`src/rtl/flha_ram.sv`:
```
// Generic single-port RAM with registered read.
module flha_ram #(
  parameter int WIDTH = 8,
  parameter int DEPTH = 16
) (
  input  logic                     clk_i,
  input  logic [$clog2(DEPTH)-1:0] addr_i,
  input  logic                     we_i,
  input  logic [WIDTH-1:0]         wdata_i,
  output logic [WIDTH-1:0]         rdata_o
);

  logic [WIDTH-1:0] mem_q [DEPTH];
  logic [WIDTH-1:0] rdata_q;

  always_ff @(posedge clk_i) begin
    if (we_i) begin
      mem_q[addr_i] <= wdata_i;
    end
    rdata_q <= mem_q[addr_i];
  end

  assign rdata_o = rdata_q;

endmodule

```
`config.mk`:
```
export PLATFORM = sky130hd
export DESIGN_NAME = flha_ram
export DESIGN_NICKNAME = d
export VERILOG_FILES = /design/src/rtl/flha_ram.sv
export SDC_FILE = /design/constraint.sdc
export NUM_CORES = 1
export LEC_CHECK = 0
export BUFFER_PORTS_ARGS = -buffer_cell sky130_fd_sc_hd__buf_2
export CAP_MARGIN = 20
export CORE_UTILIZATION = 57
export CTS_BUF_LIST = sky130_fd_sc_hd__clkbuf_8
export DETAILED_ROUTE_END_ITERATION = 8
export PLACE_DENSITY = 0.78
export SYNTH_ARGS = -nofsm -noshare
export SYNTH_HDL_FRONTEND = slang
export SYNTH_SLANG_ARGS = --single-unit
```
`constraint.sdc`:
```
create_clock -name clk_i -period 1.4 [get_ports clk_i]
set_input_delay 0 -clock clk_i [delete_from_list [all_inputs] [get_ports clk_i]]
set_output_delay 0 -clock clk_i [all_outputs]
set_load 0.1 [all_outputs]
```
# Yosys cells after proc, flatten, opt, wreduce, memory -nomap -nowiden
# Memories as Yosys holds them, arrays and structs flattened. A register that Yosys moved wholly into a read port is not among the register bits.
# Cells that the tools add are included.
[word_totals]
reg_bits = 0
mem_bits_rw = 128
out_inout_bits = 8
mem_count = 1
[classes]
muxes = 2
[memory_table]
columns = ["name", "words", "word_bits", "rd", "rd_ports_with_merged_regs", "wr", "line", "rtl"]
rows = [
  ["mem_q", 16, 8, 1, 1, 1, "13", "logic [WIDTH-1:0] mem_q [DEPTH];"],
]
[ops]
columns = ["op", "count"]
rows = [
  ["$mux 1", 2],
]

# Depth between registers and ports, before layout
# Gate-level depths: netlist of the first run.
[logic_depth]
depth_word = 2
depth_mapped = 5
ltp_nobuf = 3

# Worst setup path after synthesis of the first run
# Ideal clock, no wire load.
[synth_timing]
path_type = "input-to-reg"
startpoint = "input port addr_i[2]"
endpoint = "memory mem_q[0][0] (enable)"
setup_ns = 0.383
arrival_time_ns = 1.110
path_slack_ns = -0.093
stages = 2
path_buffers = 0
path_cell_list = "or3b_2 nor3_1"
[synth_rtl]
columns = ["element", "line", "rtl"]
rows = [
  ["from (decl)", "7", "input logic [$clog2(DEPTH)-1:0] addr_i,"],
  ["to (decl)", "13", ""],
]
# No word-level cell before the write port.

==> metrics, run 1 <==
maximum VDD drop 0.801 mV; hold crit path type in -> reg; Mapped Cells 230; Rows 34; DRC viols 0; Design Area, Final around 6000 um^2; total routed wirelength 9850 um; FILL cells ~560; clock slew at the register clock pins of the worst setup and hold paths about 0.070 ns; slew of the pin with the lowest slew margin ~0.67 ns; CTS sink cnt between 100 and 150; Power per Cell Area roughly 1400 nW/um^2; unrepaired setup endpoints after global routing no; WP data arrival ~1.7 ns; DR iter-0 viols 233; period utilisation layout 97.8%; top cell type's share of synthesized area 75.9%; placer congestion estimate approximately 0.73; Lkg Pwr 2.05 nW; TritonCTS clock tree yes; Slew Limit Headroom approximately 55%; Power Total between 0.008 and 0.009 W; first-pass GRT wire length roughly 15,000 um; synth unique cells 18; top post-synthesis cells by count edfxtp_1, mux4_2, a22oi_1; Post-synth EDFFs between 100 and 150; run status completed; Pre-antenna DRT Iters 4; total grt overflow 0; initial core utilization between 50 and 60%; post-CTS sizing 0; Die Area roughly 9000 um^2; Final Hold Fails 0; Worst setup EP type flip-flop; largest area contributor in the netlist edfxtp_1; setup tns final 0 ns; CP Class reg -> reg; via/cell ratio about 6.0; maximum clock insertion buffer count 2; Total Routing Usage GR 23.9%; Top FF cell, synth edfxtp_1; cell breakdown of the critical path mux4_2 > a22oi_1 > nand2_1; CTS buffer count 17; Worst Path Required around 1.7 ns; max cap viols 0; top cells by area, synth edfxtp_1, mux4_2, dfxtp_1; Synth Cell Area ~5100 um^2; critical path fanouts, max 1; hpwl dp between 6000 and 7000 um; CP max stage delay roughly 0.47 ns; flop and latch count out of synthesis ~140; vias in the first global route between 2,000 and 3,000; area delta synth->final 19.0%; Hold-fix buffers, CTS 8; Ports 22; fin util roughly 69%; Seq/Total Area, Yosys between 70 and 80%; largest delay contributor family on the critical path multiplexers; Routed Antenna Nets 0; mean area per synthesized cell about 22 um^2; Avg WL per Cell 23.6 um; Post-DP Area about 5500 um^2; core area just under 9000 um^2; post-synthesis async set-or-reset flop share 0%; detailed-route via count 2,508; Layout Nets 310; die span in x around 96 um; minimum clock period around 1.4 ns; Hold Slack approximately 0.23 ns; cell with the most instances after synthesis edfxtp_1; Antenna diodes 0; largest net degree at the start of global routing 21; Final setup violation count 0; latest clock arrival within the worst-skew pair 0.43 ns; Die Ht approximately 96 um; Setup Skew 0.0103 ns; max frequency around 0.73 GHz; slowest stage cell, crit path mux4_2; Slew Limit Fails 0; IO buf count 21; Mapped Nets approximately 240; Buf/Inv on CP 0; share of cells above drive strength 1 a little over a third; H-tree levels 4; initial antenna violation count 0; CP startpoint kind flip-flop; Synthesis Warnings 0; clk root buf clkbuf_8; postcts setup bufs 0
-- through the flow --
stage | worst slack, ns | cells
floorplan | -0.0381 | 230
global placement | -0.0707 | 377
detailed placement | -0.0579 | 377
CTS | 0.0548 | 417
global route | 0.00183 | 417
finish | 0.0312 | 417
-- placed cells by master, fill, tap and decap left out, types with 3 or more instances in the layout --
master and n:
edfxtp_1 128, mux4_2 32, buf_4 23, buf_2 21, clkbuf_8 19, a22oi_1 16, nor2_1 12, nand2_1 9
dlygate4sd3_1 8, dfxtp_1 8, buf_12 6, clkinv_2 4, inv_1 4, nor3_1 3, bufinv_16 3
-- cell type report --
cell class	count	area [um^2]	share of cell area (%)
clock buffer	19	262	4.34
clock inverter	13	141	2.34
multi-input combinational	83	1010	16.8
sequential	136	4000	66.4
tap	108	135	2.24
timing repair buffer	58	478	7.93
-- kinds of logic after synthesis --
family                 count (synthesis)  synth area share (%)
flip-flops                           136                  79.0
buffers and inverters                 11                  1.19
AO/OA/AOI/OAI                         16                  2.37
AND/OR/NAND/NOR                       35                  3.21
multiplexers                          32                  14.2
-- worst paths after layout --
| path | startpoint | endpoint | slack (ns) | depth (start not counted) |
|---|---|---|---|---|
| max | mem_q[3][2]$_DFFE_PP_ | rdata_o[2]$_DFF_P_ | 0.03 | 3 |
| min | addr_i[1] | rdata_o[1]$_DFF_P_ | 0.23 | 5 |
| max reg2reg | mem_q[3][2]$_DFFE_PP_ | rdata_o[2]$_DFF_P_ | 0.03 | 3 |
| min reg2reg | mem_q[11][1]$_DFFE_PP_ | rdata_o[1]$_DFF_P_ | 0.68 | 3 |
-- sequential cells by signal (all words and copies together) (netlist names) --
signal and count:
rdata_o 8, mem_q 128
-- power breakdown --
| part | total (W) | switching (W) | internal (W) | leakage [nW] |
|---|---|---|---|---|
| registers | 0.00458 | 0.0000299 | 0.00455 | 1.22 |
| clock network | 0.00319 | 0.00137 | 0.00182 | 0.220 |
| logic | 0.000672 | 0.000446 | 0.000226 | 0.604 |
-- tightest hold or removal path: cells and delay by family --
kind,cells,cell delay (ns)
AND/OR/NAND/NOR,1,0.05
AO/OA/AOI/OAI,1,0.06
buffers and inverters,2,0.31
multiplexers,1,0.20
-- per-layer routing --
metal | part of all wire, % | track usage, % | up-vias
met5 | 0 | 0 | -
met4 | 1.7 | 11.2 | 0
met3 | 8.5 | 5.92 | 20
met2 | 52 | 38.4 | 112
met1 | 38 | 30.7 | 1283
li1 | - | - | 1093
Power figures use the tool's default switching activity.
==> run 2: changes to the inputs <==
--- a/config.mk
+++ b/config.mk
@@ -11,6 +11,7 @@
 export CTS_BUF_LIST = sky130_fd_sc_hd__clkbuf_8
 export DETAILED_ROUTE_END_ITERATION = 8
 export PLACE_DENSITY = 0.78
+export RECOVER_POWER = 50
 export SYNTH_ARGS = -nofsm -noshare
 export SYNTH_HDL_FRONTEND = slang
 export SYNTH_SLANG_ARGS = --single-unit
==> run 2 against run 1 <==
Against the previous run: the run now ends with design-rule violations left; register-to-register slack about the same; critical path depth is the same; clock power about the same; non-clock buffer count unchanged; routed wire length shrank 0.49%; utilization decreased by 0.30 points; die area stayed put; maximum frequency is 0.54% higher; cell count unchanged; via count up 0.72%; global-route usage did not move; first-iteration DRC count grew 16%; critical path type unchanged; largest cell class unchanged.
==> metrics, run 2 (synthesis results as in run 1) <==
Die Ht just under 100 um; Hold Path Cell Cnt 5; CTS buffer count 17; Pre-antenna DRT Iters 7; maximum VDD drop ~0.80 mV; CTS sink cnt roughly 140; Final setup violation count 0; placer congestion estimate 0.733; violations in the final reports design-rule violations; WP data arrival about 1.7 ns; maximum clock insertion buffer count 2; area delta synth->final 18.5%; latest clock arrival within the worst-skew pair ~0.43 ns; share of cells above drive strength 1 between 30% and 40%; commonest non-fill, non-tap cells in the layout edfxtp_1, mux4_2, clkbuf_8, buf_4, a22oi_1; commonest non-fill, non-tap cell in the layout edfxtp_1; core area roughly 8700 um^2; Total Routing Usage GR about a quarter; Worst Path Required 1.71 ns; path depth of the worst reg2reg path 3; slew of the pin with the lowest slew margin 0.691 ns; Avg WL per Cell approximately 23 um; Critical path origin mem_q[3][2]$_DFFE_PP_; initial antenna violation count 0; cell breakdown of the critical path mux4_2 > a22oi_1 > nand2_1; Setup Skew 0.00984 ns; total grt overflow 0; Lkg Pwr 2.01 nW; vias in the first global route roughly 2,500; detailed-route via count 2,526; Routed Antenna Nets 0; unrepaired setup endpoints after global routing no; clk root buf clkbuf_8; max frequency about 0.73 GHz; worst setup margin about 0.039 ns; critical path fanouts, max 1; hold crit path type in -> reg; minimum clock period 1.36 ns; die span in x between 90 and 100 um; largest delay contributor family on the critical path multiplexers; CP startpoint kind flip-flop; Top reg by flops mem_q; Worst setup EP type flip-flop; DR iter-0 viols 271; hpwl dp between 6000 and 7000 um; first-pass GRT wire length between 10,000 and 15,000 um; initial core utilization between 50% and 60%; run status finished, violations left; max cap viols 0; clock slew at the register clock pins of the worst setup and hold paths ~0.07 ns; setup tns final 0 ns; Buf/Inv on CP 0; Reg-to-Reg Start mem_q[3][2]$_DFFE_PP_; Die Area 9270 um^2; RR Endpoint rdata_o[2]$_DFF_P_; Power per Cell Area ~1400 nW/um^2; max reg flops approximately 130; min-delay src addr_i[1]; r2r setup slk slightly below 0.04 ns; via/cell ratio ~6; largest net degree at the start of global routing 21; period utilisation layout 97.2%; Antenna diodes 0; Slew Limit Fails 0; Rows 34; IO buf count 21; Slew Limit Headroom between 50% and 60%; total routed wirelength ~9800 um; Final Hold Fails 0; Ports 22; CP Class reg -> reg; hold path endpoint rdata_o[1]$_DFF_P_; slowest stage cell, crit path mux4_2; H-tree levels 4; DRC viols 1; CP max stage delay ~0.47 ns; TritonCTS clock tree yes; pre-CTS setup slack -0.0579 ns; Layout Nets slightly above 300
## run 2: worst max path at each step
stage	to	slack, ns	cells after the start
2_1_floorplan	mem_q[12][0]$_DFFE_PP_	-0.04	3
3_3_place_gp	rdata_o[7]$_DFF_P_	-0.07	6
3_5_place_dp	rdata_o[7]$_DFF_P_	-0.06	6
4_1_cts	rdata_o[5]$_DFF_P_	0.05	3
5_1_grt	rdata_o[4]$_DFF_P_	0.002	3
6_report	rdata_o[2]$_DFF_P_	0.04	3
## run 2: per-layer routing
| layer | track usage [%] | wire length (um) |
|---|---|---|
| met1 | 30.7 | 3810 |
| met2 | 38.4 | 5050 |
| met3 | 5.92 | 744 |
| met4 | 11.2 | 194 |
| met5 | 0 | 0 |
## run 2: metrics by stage
step | std cells | instance area [um^2] | total power, W | util, % | hold slack (ns)
final | 417 | 6000 | 0.00843 | 69.2 | 0.233
after global routing | 417 | 6000 | 0.00872 | 69.2 | 0.234
after CTS | 417 | 6030 | 0.00849 | 69.5 | 0.212
after detailed placement | 377 | 5550 | 0.00532 | 63.9 | 0.389
after global placement | 377 | 5550 | 0.00530 | 63.9 | 0.386
after floorplan | 230 | 5070 | 0.00509 | - | 0.0989
## run 2: worst reg2reg max path: stages (launching register included)
cell,delay (ns)
edfxtp_1,0.38
mux4_2,0.47
a22oi_1,0.31
nand2_1,0.09
## run 2: final cells by class
cell class / instances / area, um^2
sequential: 136 / 4000
tap: 108 / 135
clock buffer: 19 / 262
timing repair buffer: 58 / 452
multi-input combinational: 83 / 1010
clock inverter: 13 / 141
fill: 573 / 2670
## run 2: what timing repair did
action,CTS,global route
hold endpoints to repair,128,0
setup buffers,0,0
hold buffers,8,0
resized for setup,0,0
## run 2: report_power, final
| part | leakage [nW] | total, W | internal (W) | switching, W |
|---|---|---|---|---|
| logic | 0.563 | 0.000663 | 0.000219 | 0.000444 |
| registers | 1.22 | 0.00458 | 0.00455 | 0.0000301 |
| clock network | 0.220 | 0.00319 | 0.00182 | 0.00137 |
==> run 3: changes to the inputs <==
--- a/config.mk
+++ b/config.mk
@@ -11,7 +11,7 @@
 export CTS_BUF_LIST = sky130_fd_sc_hd__clkbuf_8
 export DETAILED_ROUTE_END_ITERATION = 8
 export PLACE_DENSITY = 0.78
-export RECOVER_POWER = 50
+export RECOVER_POWER = 25
 export SYNTH_ARGS = -nofsm -noshare
 export SYNTH_HDL_FRONTEND = slang
 export SYNTH_SLANG_ARGS = --single-unit
==> run 3 against run 2 <==
Against the previous run: the run still ends with design-rule violations left; via count shrank 0.32%; design area grew 0.31%; maximum frequency grew 0.71%; critical path depth is the same; sequential power is essentially flat.
==> metrics, run 3 (synthesis results as in run 1) <==
Antenna diodes 0; hpwl dp between 6000 and 7000 um; Rows 34; Final Hold Fails 0; initial core utilization 58.4%; hold crit path type in -> reg; IO buf count 21; Pre-antenna DRT Iters 7; WP data arrival 1.66 ns; Slew Limit Headroom between 50% and 60%; core area around 8700 um^2; DRC viols 1; total routed wirelength 9790 um; run status finished, violations left; Final setup violation count 0; share of cells above drive strength 1 about 35%; Layout Nets slightly above 300; unrepaired setup endpoints after global routing no; largest net degree at the start of global routing 21; total grt overflow 0; fin util a little over two thirds; Top reg by flops mem_q; Setup Skew around 0.01 ns; max reg flops ~130; commonest non-fill, non-tap cell in the layout edfxtp_1; CTS buffer count 17; Slew Limit Fails 0; postcts setup bufs 0; die span in x ~96 um; Die Area roughly 9000 um^2; maximum clock insertion buffer count 2; largest delay contributor family on the critical path multiplexers; area delta synth->final 18.9%; CP max stage delay 0.47 ns; detailed-route via count between 2,000 and 3,000; minimum clock period 1.35 ns; CP Class reg -> reg; Buf/Inv on CP 0; Ports 22; via/cell ratio 6.04; Post-DP Area roughly 5500 um^2; violations in the final reports design-rule violations; TritonCTS clock tree yes; Design Area, Final roughly 6000 um^2; post-CTS sizing 0; Total Routing Usage GR around a quarter; Worst setup EP type flip-flop; Routed Antenna Nets 0; period utilisation layout ~97%; commonest non-fill, non-tap cells in the layout edfxtp_1, mux4_2, buf_4; Lkg Pwr slightly above 2 nW; vias in the first global route 2,543; Power per Cell Area about 1400 nW/um^2; initial antenna violation count 0; Die Ht just under 100 um; maximum VDD drop around 0.80 mV; Hold-fix buffers, CTS 8; max frequency between 0.7 and 0.8 GHz; critical path fanouts, max 1; CP startpoint kind flip-flop; clock slew at the register clock pins of the worst setup and hold paths approximately 0.070 ns; H-tree levels 4; max cap viols 0; Power Total between 0.008 and 0.009 W; latest clock arrival within the worst-skew pair 0.43 ns; Avg WL per Cell 23.5 um; DR iter-0 viols 275; slew of the pin with the lowest slew margin around 0.70 ns; first-pass GRT wire length 14,500 um; Worst Path Required 1.71 ns; placer congestion estimate 0.733; cell breakdown of the critical path mux4_2 > a22oi_1 > nand2_1; slowest stage cell, crit path mux4_2; CTS sink cnt between 100 and 150; clk root buf clkbuf_8
[run 3: cell types whose count changed in the layout (fill, tap and decap cells not counted)]
cell,change
clkbuf_1,-7
buf_4,+4
buf_2,+3
[run 3: path summary, 6_finish.rpt]
check,start,to,slack [ns],cells past startpoint
worst min-delay path,addr_i[1],rdata_o[1]$_DFF_P_,0.23,5
worst max-delay path,mem_q[3][2]$_DFFE_PP_,rdata_o[2]$_DFF_P_,0.05,3
worst max register to register,mem_q[3][2]$_DFFE_PP_,rdata_o[2]$_DFF_P_,0.05,3
worst min register to register,mem_q[13][1]$_DFFE_PP_,rdata_o[1]$_DFF_P_,0.68,3
[run 3: worst register-to-register path: stages (launching register included)]
cell and delay [ns]:
edfxtp_1 0.38, mux4_2 0.47, a22oi_1 0.30, nand2_1 0.09
[run 3: per-layer routing]
layer | wire length (um) | share of wire (%) | global-route usage (%)
met1 | 3830 | 39 | 30.7
met2 | 5070 | 52 | 38.4
met3 | 707 | 7.2 | 5.92
met4 | 187 | 1.9 | 11.2
met5 | 0 | 0 | 0
[run 3: final cells by class]
type / count / area (um^2)
fill: 564 / 2660
sequential: 136 / 4000
timing repair buffer: 58 / 470
tap: 108 / 135
clock inverter: 13 / 141
multi-input combinational: 83 / 1010
clock buffer: 19 / 262
[run 3: power breakdown]
part           total (W)  switching, W  internal, W
logic           0.000668      0.000445     0.000223
clock network    0.00319       0.00137      0.00182
registers        0.00458     0.0000300      0.00455
[run 3: metrics by stage]
stage          instances  setup WS [ns]  TNS, ns  hold WS (ns)
3_5_place_dp         377        -0.0579  -0.0579         0.389
2_1_floorplan        230        -0.0381    -2.46        0.0989
5_1_grt              417        0.00183        0         0.234
3_3_place_gp         377        -0.0707  -0.0707         0.386
6_report             417         0.0482        0         0.231
4_1_cts              417         0.0548        0         0.212
